<file path="config.mk">
export PLATFORM = sky130hd
export DESIGN_NAME = stepper_step_generator_top
export DESIGN_NICKNAME = d
export VERILOG_FILES = /design/src/rtl/ssg_pkg.sv /design/src/rtl/ssg_front.sv /design/src/rtl/ssg_queue.sv /design/src/rtl/ssg_back.sv /design/src/rtl/stepper_step_generator_top.sv
export VERILOG_INCLUDE_DIRS = /design/src /design/src/rtl
export SDC_FILE = /design/constraint.sdc
export NUM_CORES = 1
export LEC_CHECK = 0
export ABC_AREA = 1
export BUFFER_PORTS_ARGS = -buffer_cell sky130_fd_sc_hd__buf_4
export CORE_MARGIN = 1
export CORE_UTILIZATION = 45
export DETAILED_ROUTE_END_ITERATION = 8
export SYNTH_ARGS = -nofsm -noshare
export SYNTH_HDL_FRONTEND = slang
export SYNTH_SLANG_ARGS = --single-unit
</file>
<file path="constraint.sdc">
create_clock -name clk_i -period 6.65 [get_ports clk_i]
set_input_delay 1.995 -clock clk_i [delete_from_list [all_inputs] [get_ports clk_i]]
set_output_delay 1.995 -clock clk_i [all_outputs]
set_load 0.05 [all_outputs]
</file>
<file path="src/rtl/assert_macros.svh">
// Assertion macros shared by the stepper step generator RTL.
`ifndef ASSERT_MACROS_SVH
`define ASSERT_MACROS_SVH

// Property must hold at every clock edge outside reset.
`define ASSERT_ALWAYS(label, prop, msg) \
  label: assert property (@(posedge clk_i) disable iff (!rst_ni) (prop)) \
    else $error(msg);

// Condition must never be seen outside reset.
`define ASSERT_NEVER(label, cond, msg) \
  label: assert property (@(posedge clk_i) disable iff (!rst_ni) !(cond)) \
    else $error(msg);

`endif

</file>
<file path="src/rtl/ssg_pkg.sv">
// Shared types and constants of the stepper step generator.
`default_nettype none

package ssg_pkg;

  localparam int unsigned POS_BITS_DEF   = 32;
  localparam int unsigned QUEUE_DEPTH    = 2;
  localparam logic [31:0] INTERVAL_RESET = 32'd1000;

  // Input function codes
  localparam logic [2:0] FUNC_TICK     = 3'd0;
  localparam logic [2:0] FUNC_MOVE_REL = 3'd1;
  localparam logic [2:0] FUNC_MOVE_ABS = 3'd2;
  localparam logic [2:0] FUNC_RUN      = 3'd3;
  localparam logic [2:0] FUNC_STOP     = 3'd4;
  localparam logic [2:0] FUNC_SET_POS  = 3'd5;

  // Result event codes
  localparam logic [1:0] EVT_NONE    = 2'd0;
  localparam logic [1:0] EVT_DONE    = 2'd1;
  localparam logic [1:0] EVT_STOPPED = 2'd2;

  // Register index
  localparam logic REG_INTERVAL = 1'b0;

  typedef enum logic [2:0] {
    OP_TICK,
    OP_MOVE_REL,
    OP_MOVE_ABS,
    OP_RUN,
    OP_STOP,
    OP_SET_POS,
    OP_NOP
  } op_e;

  typedef struct packed {
    op_e         op;
    logic [31:0] value;
    logic        run_dir;
  } cmd_t;

  typedef struct packed {
    logic valid;
    cmd_t cmd;
  } push_t;

endpackage

`default_nettype wire

</file>
<file path="src/rtl/ssg_front.sv">
// Front end: accepts input items and classifies them into commands.
`default_nettype none

module ssg_front (
  input  wire logic               in_valid_i,
  output logic                    in_stall_o,
  input  wire logic [2:0]         func_i,
  input  wire logic signed [31:0] value_i,
  input  wire logic               run_direction_i,
  input  wire logic               q_full_i,
  output ssg_pkg::push_t          push_o
);

  ssg_pkg::op_e op;

  always_comb begin
    case (func_i)
      ssg_pkg::FUNC_TICK:     op = ssg_pkg::OP_TICK;
      ssg_pkg::FUNC_MOVE_REL: op = ssg_pkg::OP_MOVE_REL;
      ssg_pkg::FUNC_MOVE_ABS: op = ssg_pkg::OP_MOVE_ABS;
      ssg_pkg::FUNC_RUN:      op = ssg_pkg::OP_RUN;
      ssg_pkg::FUNC_STOP:     op = ssg_pkg::OP_STOP;
      ssg_pkg::FUNC_SET_POS:  op = ssg_pkg::OP_SET_POS;
      default:                op = ssg_pkg::OP_NOP;
    endcase
  end

  assign in_stall_o          = q_full_i;
  assign push_o.valid        = in_valid_i & ~q_full_i;
  assign push_o.cmd.op       = op;
  assign push_o.cmd.value    = $unsigned(value_i);
  assign push_o.cmd.run_dir  = run_direction_i;

endmodule

`default_nettype wire

</file>
<file path="src/rtl/ssg_queue.sv">
// Short command queue between the front end and the execution unit.
`default_nettype none
`include "assert_macros.svh"

module ssg_queue (
  input  wire logic           clk_i,
  input  wire logic           rst_ni,
  input  wire ssg_pkg::push_t push_i,
  input  wire logic           pop_i,
  output logic                head_valid_o,
  output ssg_pkg::cmd_t       head_o,
  output logic                full_o
);

  localparam int unsigned Depth  = ssg_pkg::QUEUE_DEPTH;
  localparam int unsigned PtrW   = (Depth > 1) ? $clog2(Depth) : 1;
  localparam int unsigned CountW = $clog2(Depth + 1);

  ssg_pkg::cmd_t       entry_q [Depth];
  logic [PtrW-1:0]     wr_ptr_q, wr_ptr_d;
  logic [PtrW-1:0]     rd_ptr_q, rd_ptr_d;
  logic [CountW-1:0]   count_q, count_d;
  logic                do_pop;

  assign head_valid_o = (count_q != '0);
  assign full_o       = (count_q == CountW'(Depth));
  assign head_o       = entry_q[rd_ptr_q];
  assign do_pop       = pop_i & head_valid_o;

  always_comb begin
    wr_ptr_d = wr_ptr_q;
    rd_ptr_d = rd_ptr_q;
    count_d  = count_q;
    if (push_i.valid) begin
      wr_ptr_d = (wr_ptr_q == PtrW'(Depth - 1)) ? '0 : wr_ptr_q + PtrW'(1);
    end
    if (do_pop) begin
      rd_ptr_d = (rd_ptr_q == PtrW'(Depth - 1)) ? '0 : rd_ptr_q + PtrW'(1);
    end
    if (push_i.valid && !do_pop) begin
      count_d = count_q + CountW'(1);
    end else if (!push_i.valid && do_pop) begin
      count_d = count_q - CountW'(1);
    end
  end

  always_ff @(posedge clk_i or negedge rst_ni) begin
    if (!rst_ni) begin
      wr_ptr_q <= '0;
      rd_ptr_q <= '0;
      count_q  <= '0;
    end else begin
      wr_ptr_q <= wr_ptr_d;
      rd_ptr_q <= rd_ptr_d;
      count_q  <= count_d;
    end
  end

  always_ff @(posedge clk_i) begin
    if (push_i.valid) begin
      entry_q[wr_ptr_q] <= push_i.cmd;
    end
  end

  `ASSERT_NEVER(a_no_push_when_full, push_i.valid && full_o, "push into full queue")
  `ASSERT_NEVER(a_count_bound, count_q > CountW'(Depth), "queue count beyond depth")
  `ASSERT_ALWAYS(a_pop_only_valid, pop_i && !head_valid_o |=> count_q == $past(count_q) + CountW'($past(push_i.valid)), "pop of empty queue changed count")

endmodule

`default_nettype wire

</file>
<file path="src/rtl/ssg_back.sv">
// Execution unit: motion state, step timing and the registered result.
`default_nettype none
`include "assert_macros.svh"

module ssg_back #(
  parameter int unsigned POS_BITS = ssg_pkg::POS_BITS_DEF
) (
  input  wire logic          clk_i,
  input  wire logic          rst_ni,
  input  wire logic          head_valid_i,
  input  wire ssg_pkg::cmd_t head_i,
  output logic               pop_o,
  input  wire logic [31:0]   interval_i,
  output logic               out_valid_o,
  input  wire logic          out_stall_i,
  output logic               step_pulse_o,
  output logic               direction_out_o,
  output logic signed [31:0] actual_position_o,
  output logic               moving_o,
  output logic [1:0]         event_res_o,
  output logic               error_o
);

  typedef enum logic [1:0] {
    MODE_IDLE,
    MODE_POSITION,
    MODE_VELOCITY
  } mode_e;

  mode_e               mode_q, mode_d;
  logic [31:0]         rem_q, rem_d;
  logic [POS_BITS-1:0] pos_q, pos_d;
  logic                dir_q, dir_d;
  logic [31:0]         cnt_q, cnt_d;

  logic                out_valid_q;
  logic                pulse_q, pulse_d;
  logic [1:0]          evt_q, evt_d;
  logic                err_q, err_d;

  logic [31:0] pos_low;
  logic [31:0] cnt_abs, cnt_abs_neg, move_cnt, move_neg;

  assign pop_o   = head_valid_i & (~out_valid_q | ~out_stall_i);
  assign pos_low = 32'(pos_q);

  // Both signs computed side by side so the magnitude needs no second add
  assign cnt_abs     = head_i.value - pos_low;
  assign cnt_abs_neg = pos_low - head_i.value;
  assign move_cnt    = (head_i.op == ssg_pkg::OP_MOVE_ABS) ? cnt_abs : head_i.value;
  assign move_neg    = (head_i.op == ssg_pkg::OP_MOVE_ABS) ? cnt_abs_neg
                                                           : 32'd0 - head_i.value;

  always_comb begin
    mode_d  = mode_q;
    rem_d   = rem_q;
    pos_d   = pos_q;
    dir_d   = dir_q;
    cnt_d   = cnt_q;
    pulse_d = 1'b0;
    evt_d   = ssg_pkg::EVT_NONE;
    err_d   = 1'b0;
    case (head_i.op)
      ssg_pkg::OP_TICK: begin
        if (mode_q != MODE_IDLE) begin
          if (cnt_q > 32'd1) begin
            cnt_d = cnt_q - 32'd1;
          end else begin
            pulse_d = 1'b1;
            pos_d   = dir_q ? pos_q + POS_BITS'(1) : pos_q - POS_BITS'(1);
            cnt_d   = interval_i;
            if (mode_q == MODE_POSITION) begin
              rem_d = rem_q - 32'd1;
              if (rem_q == 32'd1) begin
                mode_d = MODE_IDLE;
                cnt_d  = 32'd0;
                evt_d  = ssg_pkg::EVT_DONE;
              end
            end
          end
        end
      end
      ssg_pkg::OP_MOVE_REL, ssg_pkg::OP_MOVE_ABS: begin
        if (interval_i == 32'd0) begin
          err_d = 1'b1;
        end else if (move_cnt == 32'd0) begin
          // zero-length move completes at once and keeps the direction
          mode_d = MODE_IDLE;
          rem_d  = 32'd0;
          cnt_d  = 32'd0;
          evt_d  = ssg_pkg::EVT_DONE;
        end else begin
          dir_d  = ~move_cnt[31];
          rem_d  = move_cnt[31] ? move_neg : move_cnt;
          mode_d = MODE_POSITION;
          cnt_d  = 32'd1;
        end
      end
      ssg_pkg::OP_RUN: begin
        mode_d = MODE_VELOCITY;
        dir_d  = head_i.run_dir;
        cnt_d  = 32'd1;
      end
      ssg_pkg::OP_STOP: begin
        mode_d = MODE_IDLE;
        rem_d  = 32'd0;
        cnt_d  = 32'd0;
        evt_d  = ssg_pkg::EVT_STOPPED;
      end
      ssg_pkg::OP_SET_POS: begin
        pos_d = POS_BITS'($signed(head_i.value));
      end
      default: begin
      end
    endcase
  end

  always_ff @(posedge clk_i or negedge rst_ni) begin
    if (!rst_ni) begin
      mode_q      <= MODE_IDLE;
      rem_q       <= '0;
      pos_q       <= '0;
      dir_q       <= 1'b0;
      cnt_q       <= '0;
      out_valid_q <= 1'b0;
    end else begin
      if (pop_o) begin
        mode_q <= mode_d;
        rem_q  <= rem_d;
        pos_q  <= pos_d;
        dir_q  <= dir_d;
        cnt_q  <= cnt_d;
      end
      out_valid_q <= pop_o | (out_valid_q & out_stall_i);
    end
  end

  // Result payload; hold while stalled
  always_ff @(posedge clk_i) begin
    if (pop_o) begin
      pulse_q <= pulse_d;
      evt_q   <= evt_d;
      err_q   <= err_d;
    end
  end

  assign out_valid_o       = out_valid_q;
  assign step_pulse_o      = pulse_q;
  assign event_res_o       = evt_q;
  assign error_o           = err_q;
  assign direction_out_o   = dir_q;
  assign moving_o          = (mode_q != MODE_IDLE);
  assign actual_position_o = 32'($signed(pos_q));

  `ASSERT_ALWAYS(a_idle_count_clear, mode_q == MODE_IDLE |-> cnt_q == 32'd0, "idle with armed countdown")
  `ASSERT_ALWAYS(a_error_alone, out_valid_q && err_q |-> !pulse_q && evt_q == ssg_pkg::EVT_NONE, "rejected move gave a step or event")
  `ASSERT_ALWAYS(a_pos_hold, pop_o && head_i.op != ssg_pkg::OP_TICK && head_i.op != ssg_pkg::OP_SET_POS |=> pos_q == $past(pos_q), "position moved without tick or set")
  `ASSERT_ALWAYS(a_position_rem, mode_q == MODE_POSITION |-> rem_q != 32'd0, "position mode with no steps left")

endmodule

`default_nettype wire

</file>
<file path="src/rtl/stepper_step_generator_top.sv">
// Stepper step generator: front end, command queue, execution unit, APB register.
// Inputs are held in the queue, results in the execution unit's output register.
// Throughput: one item per cycle while unstalled; all motion state updates at once.
// The two-entry queue keeps input transfers going while a result waits on the output.
// Reset: motion idle, position, countdown and step count zero, direction negative,
// step interval 1000 ticks; no result pending.
`default_nettype none

module stepper_step_generator_top #(
  parameter int unsigned POS_BITS = ssg_pkg::POS_BITS_DEF
) (
  input  wire logic               clk_i,
  input  wire logic               rst_ni,
  input  wire logic               psel,
  input  wire logic               penable,
  input  wire logic               pwrite,
  input  wire logic [2:0]         paddr,
  input  wire logic [31:0]        pwdata,
  output logic [31:0]             prdata,
  output logic                    pready,
  input  wire logic               in_valid_i,
  output logic                    in_stall_o,
  input  wire logic [2:0]         func_i,
  input  wire logic signed [31:0] value_i,
  input  wire logic               run_direction_i,
  output logic                    out_valid_o,
  input  wire logic               out_stall_i,
  output logic                    step_pulse_o,
  output logic                    direction_out_o,
  output logic signed [31:0]      actual_position_o,
  output logic                    moving_o,
  output logic [1:0]              event_res_o,
  output logic                    error_o
);

  logic [31:0]    interval_q;
  logic           q_full, head_valid, pop;
  ssg_pkg::push_t push;
  ssg_pkg::cmd_t  head;

  assign pready = 1'b1;
  assign prdata = (paddr[2] == ssg_pkg::REG_INTERVAL) ? interval_q : 32'd0;

  always_ff @(posedge clk_i or negedge rst_ni) begin
    if (!rst_ni) begin
      interval_q <= ssg_pkg::INTERVAL_RESET;
    end else if (psel && penable && pwrite && pready
                 && paddr[2] == ssg_pkg::REG_INTERVAL) begin
      interval_q <= pwdata;
    end
  end

  ssg_front u_front (
    .in_valid_i      (in_valid_i),
    .in_stall_o      (in_stall_o),
    .func_i          (func_i),
    .value_i         (value_i),
    .run_direction_i (run_direction_i),
    .q_full_i        (q_full),
    .push_o          (push)
  );

  ssg_queue u_queue (
    .clk_i        (clk_i),
    .rst_ni       (rst_ni),
    .push_i       (push),
    .pop_i        (pop),
    .head_valid_o (head_valid),
    .head_o       (head),
    .full_o       (q_full)
  );

  ssg_back #(
    .POS_BITS (POS_BITS)
  ) u_back (
    .clk_i             (clk_i),
    .rst_ni            (rst_ni),
    .head_valid_i      (head_valid),
    .head_i            (head),
    .pop_o             (pop),
    .interval_i        (interval_q),
    .out_valid_o       (out_valid_o),
    .out_stall_i       (out_stall_i),
    .step_pulse_o      (step_pulse_o),
    .direction_out_o   (direction_out_o),
    .actual_position_o (actual_position_o),
    .moving_o          (moving_o),
    .event_res_o       (event_res_o),
    .error_o           (error_o)
  );

endmodule

`default_nettype wire

</file>
==> summary.txt <==
Global routing
  – Initial antenna violation count: 0
  – Number of global-route vias before repair: between 15000 and 20000
  – First-pass GRT wire length: 88.34 mm
  – Global-route congestion overflow total: 0
  – Total global-route track usage: 28.80%
  – Maximum number of pins on one net before global-route repair: 65

Routing
  – Drt first pass iters: 7
  – Drt total wl: between 50 and 60 mm
  – WL per Instance: 17.62 um
  – Via count: 17000
  – Via density per instance: 5.335
  – Drt drc: 0
  – Number of nets still failing antenna checks after routing: 0
  – Count of routing violations after the opening detailed-route iteration: around 1100

Clock network
  – Buffers inserted during post-CTS setup optimization: 0
  – CTS clk-pin slew, worst paths: around 0.060 ns
  – Clock net sink count: approximately 210
  – Number of buffers inserted during clock tree synthesis: 25
  – Root buffer selected by CTS: sky130_fd_sc_hd__clkbuf_16
  – Clk_lat worst skew: around 0.58 ns
  – Maximum buffer depth of the clock tree: 3
  – CTS H-tree depth: 1
  – Cells resized by post-CTS repair: 0
  – Clock tree from TritonCTS: done
  – Hold buffer count at cts: 0

STA
  – Setup Viol. Count Final: 0
  – RSZ-0062 raised after global routing: false
  – Pin slew with the least headroom to its limit: 1.277 ns
  – Share of the clock period used by the worst path after layout: between 70% and 80%
  – Max_slew headroom: approximately 15%
  – Time the worst path needs with I/O delays and setup: 4.875 ns
  – Final hold vios: 0
  – Worst-case clock skew: 0.04108 ns
  – Achievable frequency: 0.2051 GHz
  – Slew Viols, Final: 0
  – Final total negative setup slack: 0 ns

Synth
  – Post-synth net total: approximately 2700
  – Portion of the post-synthesis area used by sequential elements: approximately a third
  – Number of distinct library cells after synthesis: 67
  – Post-synth ARST share: ~64%
  – Count of synthesis-stage warnings from yosys: 0
  – Synthesized flop and latch total: between 200 and 250
  – Main synth FF type: sky130_fd_sc_hd__dfrtp_1
  – Cell area after technology mapping: roughly 18000 um2
  – Synth Instances: between 2000 and 3000
  – Average instance area after synthesis: 6.900 um2
  – Number of synthesized flops with an enable pin: 76

Floorplan
  – I/O pin cnt: around 150
  – DIE WIDTH: 199.3 um
  – Initial Utilization: 46.07%
  – Die outline height: ~200 um
  – Area of the die: 39720 um2
  – Count of standard-cell rows: 71
  – Total core area: 38020 um2

Setup path
  – Required @ worst endpoint: between 7 and 8 ns
  – Cell breakdown of the critical path: inv_2, nand2_1, nand2_4, nand3_4, nand2_2, nor2_1, buf_4, inv_1, nor2_1, nand2_1, inv_2, a32o_1
  – Slowest stage cell, crit path: sky130_fd_sc_hd__nand2_2
  – Category of the worst setup path launch point: flip-flop
  – Maximum single-stage delay on the critical path: 0.84 ns
  – Maximum net fanout on the critical path: 63
  – Arrival time at the worst endpoint: between 5 and 6 ns
  – Kind of critical path: flip-flop to flip-flop
  – Setup crit end kind: flip-flop

Status
  – Status: finished, final reports clean

Min path
  – Hold Crit Class: flip-flop to flip-flop

Placed design
  – Global placement routability congestion: roughly 0.94
  – Number of input and output port buffers inserted: ~150
  – Dpl hpwl: ~44 mm

Final layout
  – Proportion of layout cells with a drive suffix above 1: between 10% and 20%
  – Nets@finish: about 2800
  – Synth-to-Final Area Change: 12.83%
  – Commonest cells after routing, fill and taps aside: 538 x sky130_fd_sc_hd__nand2_1, 354 x sky130_fd_sc_hd__inv_1, 338 x sky130_fd_sc_hd__nor2_1, 219 x sky130_fd_sc_hd__a21oi_1, 161 x sky130_fd_sc_hd__buf_4
  – Most frequent standard cell in the layout excluding fill and tap cells: sky130_fd_sc_hd__nand2_1
  – # fillers: 3949

Flow run
  – Max-cap violation count: 0
-- layer usage --
layer | up-vias | share of wire, % | track usage, %
met5 | - | 0 | 0
met4 | 0 | 4.2 | 11.42
met3 | 116 | 5.5 | 4.540
met2 | 462 | 45 | 45.89
met1 | 7803 | 46 | 38.96
li1 | 8622 | - | -
-- registers in the layout (all words and copies together) (netlist names) --
signal / cells
u_queue.count_q: 2
u_queue.rd_ptr_q: 1
u_queue.entry_q: 72
u_back.direction_out_o: 1
u_back.actual_position_o: 32
u_back.out_valid_o: 1
u_queue.wr_ptr_q: 1
interval_q: 32
u_back.mode_q: 2
u_back.rem_q: 32
u_back.event_res_o: 2
u_back.step_pulse_o: 1
u_back.error_o: 1
u_back.cnt_q: 32
-- through the flow --
stage | hold slack (ns) | area, um2 | std cells | utilization (%) | setup slack [ns]
3_3_place_gp | 0.4924 | 19000 | 3140 | 49.96 | 1.752
6_report | 0.4984 | 19770 | 3187 | 51.98 | 1.775
3_5_place_dp | 0.4903 | 19000 | 3140 | 49.96 | 1.734
2_1_floorplan | 0.4677 | 17520 | 2539 | - | 1.653
5_1_grt | 0.5346 | 19760 | 3186 | 51.98 | 1.345
4_1_cts | 0.5005 | 19760 | 3186 | 51.98 | 1.741
-- synth_stat cells (7+ instances only) --
cell	n	area [um2]
sky130_fd_sc_hd__a21o_1	13	97.59
sky130_fd_sc_hd__a21oi_1	219	1096
sky130_fd_sc_hd__a22oi_1	15	112.6
sky130_fd_sc_hd__a31oi_1	12	75.07
sky130_fd_sc_hd__buf_2	16	80.08
sky130_fd_sc_hd__buf_4	7	52.55
sky130_fd_sc_hd__buf_6	11	123.9
sky130_fd_sc_hd__clkbuf_1	33	123.9
sky130_fd_sc_hd__dfrtp_1	130	3253
sky130_fd_sc_hd__edfxtp_1	76	2282
sky130_fd_sc_hd__ha_1	102	1276
sky130_fd_sc_hd__inv_1	354	1329
sky130_fd_sc_hd__inv_2	16	60.06
sky130_fd_sc_hd__nand2_1	538	2019
sky130_fd_sc_hd__nand2_2	13	81.33
sky130_fd_sc_hd__nand3_1	125	625.6
sky130_fd_sc_hd__nand4_1	26	162.7
sky130_fd_sc_hd__nor2_1	340	1276
sky130_fd_sc_hd__nor2_2	12	75.07
sky130_fd_sc_hd__nor3_1	29	145.1
sky130_fd_sc_hd__nor4_1	20	125.1
sky130_fd_sc_hd__o211ai_1	30	225.2
sky130_fd_sc_hd__o21a_1	7	52.55
sky130_fd_sc_hd__o21ai_0	158	790.8
sky130_fd_sc_hd__o21ai_1	24	120.1
sky130_fd_sc_hd__o21ai_2	13	113.9
sky130_fd_sc_hd__o21bai_1	7	52.55
sky130_fd_sc_hd__o22ai_1	18	112.6
sky130_fd_sc_hd__or2_0	8	50.05
sky130_fd_sc_hd__or2_1	7	43.79
sky130_fd_sc_hd__or2_2	23	143.9
sky130_fd_sc_hd__xnor2_1	20	175.2
sky130_fd_sc_hd__xor2_1	47	411.6
-- cell type report --
type	instances	area (um2)	share of cell area [%]
clock inverters	9	85.08	0.4305
well taps	511	639.4	3.235
repair buffers	162	1220	6.172
diodes	1	2.502	0.01266
clock buffers	37	680.7	3.444
multi-input cells	1885	10060	50.88
flip-flops and latches	212	5693	28.80
inverters	370	1389	7.027
-- worst paths after layout --
check                            startpoint                           end  slack (ns)  cells after the start
min                           interval_q[8]                 interval_q[8]        0.50                      2
max in group asynchronous            rst_ni              u_back.cnt_q[17]        4.07                      2
min in group asynchronous            rst_ni  u_back.actual_position_o[29]        1.42                      1
max                        u_queue.rd_ptr_q              u_back.cnt_q[27]        1.77                     12
max reg2reg                u_queue.rd_ptr_q              u_back.cnt_q[27]        1.77                     12
min reg2reg                   interval_q[8]                 interval_q[8]        0.50                      2
-- worst max-delay path, delay by kind of cell (launching register included) --
kind	cells	cell delay, ns
flops	1	0.38
simple gates	7	2.53
compound gates	1	0.32
buf+inv	4	1.50
-- cell families after synthesis --
group	synth area share, %
DFF	32.50
buffers and inverters	10.21
xor gates and xnor gates	3.350
adders and majority gates	7.628
and+or+nand+nor	28.24
other	0.02141
AOI/OAI and AO/OA	18.05
Power is left out: the tool's default activity adds up to more than one toggle a clock period on the data nets, which glitch-free logic cannot reach.
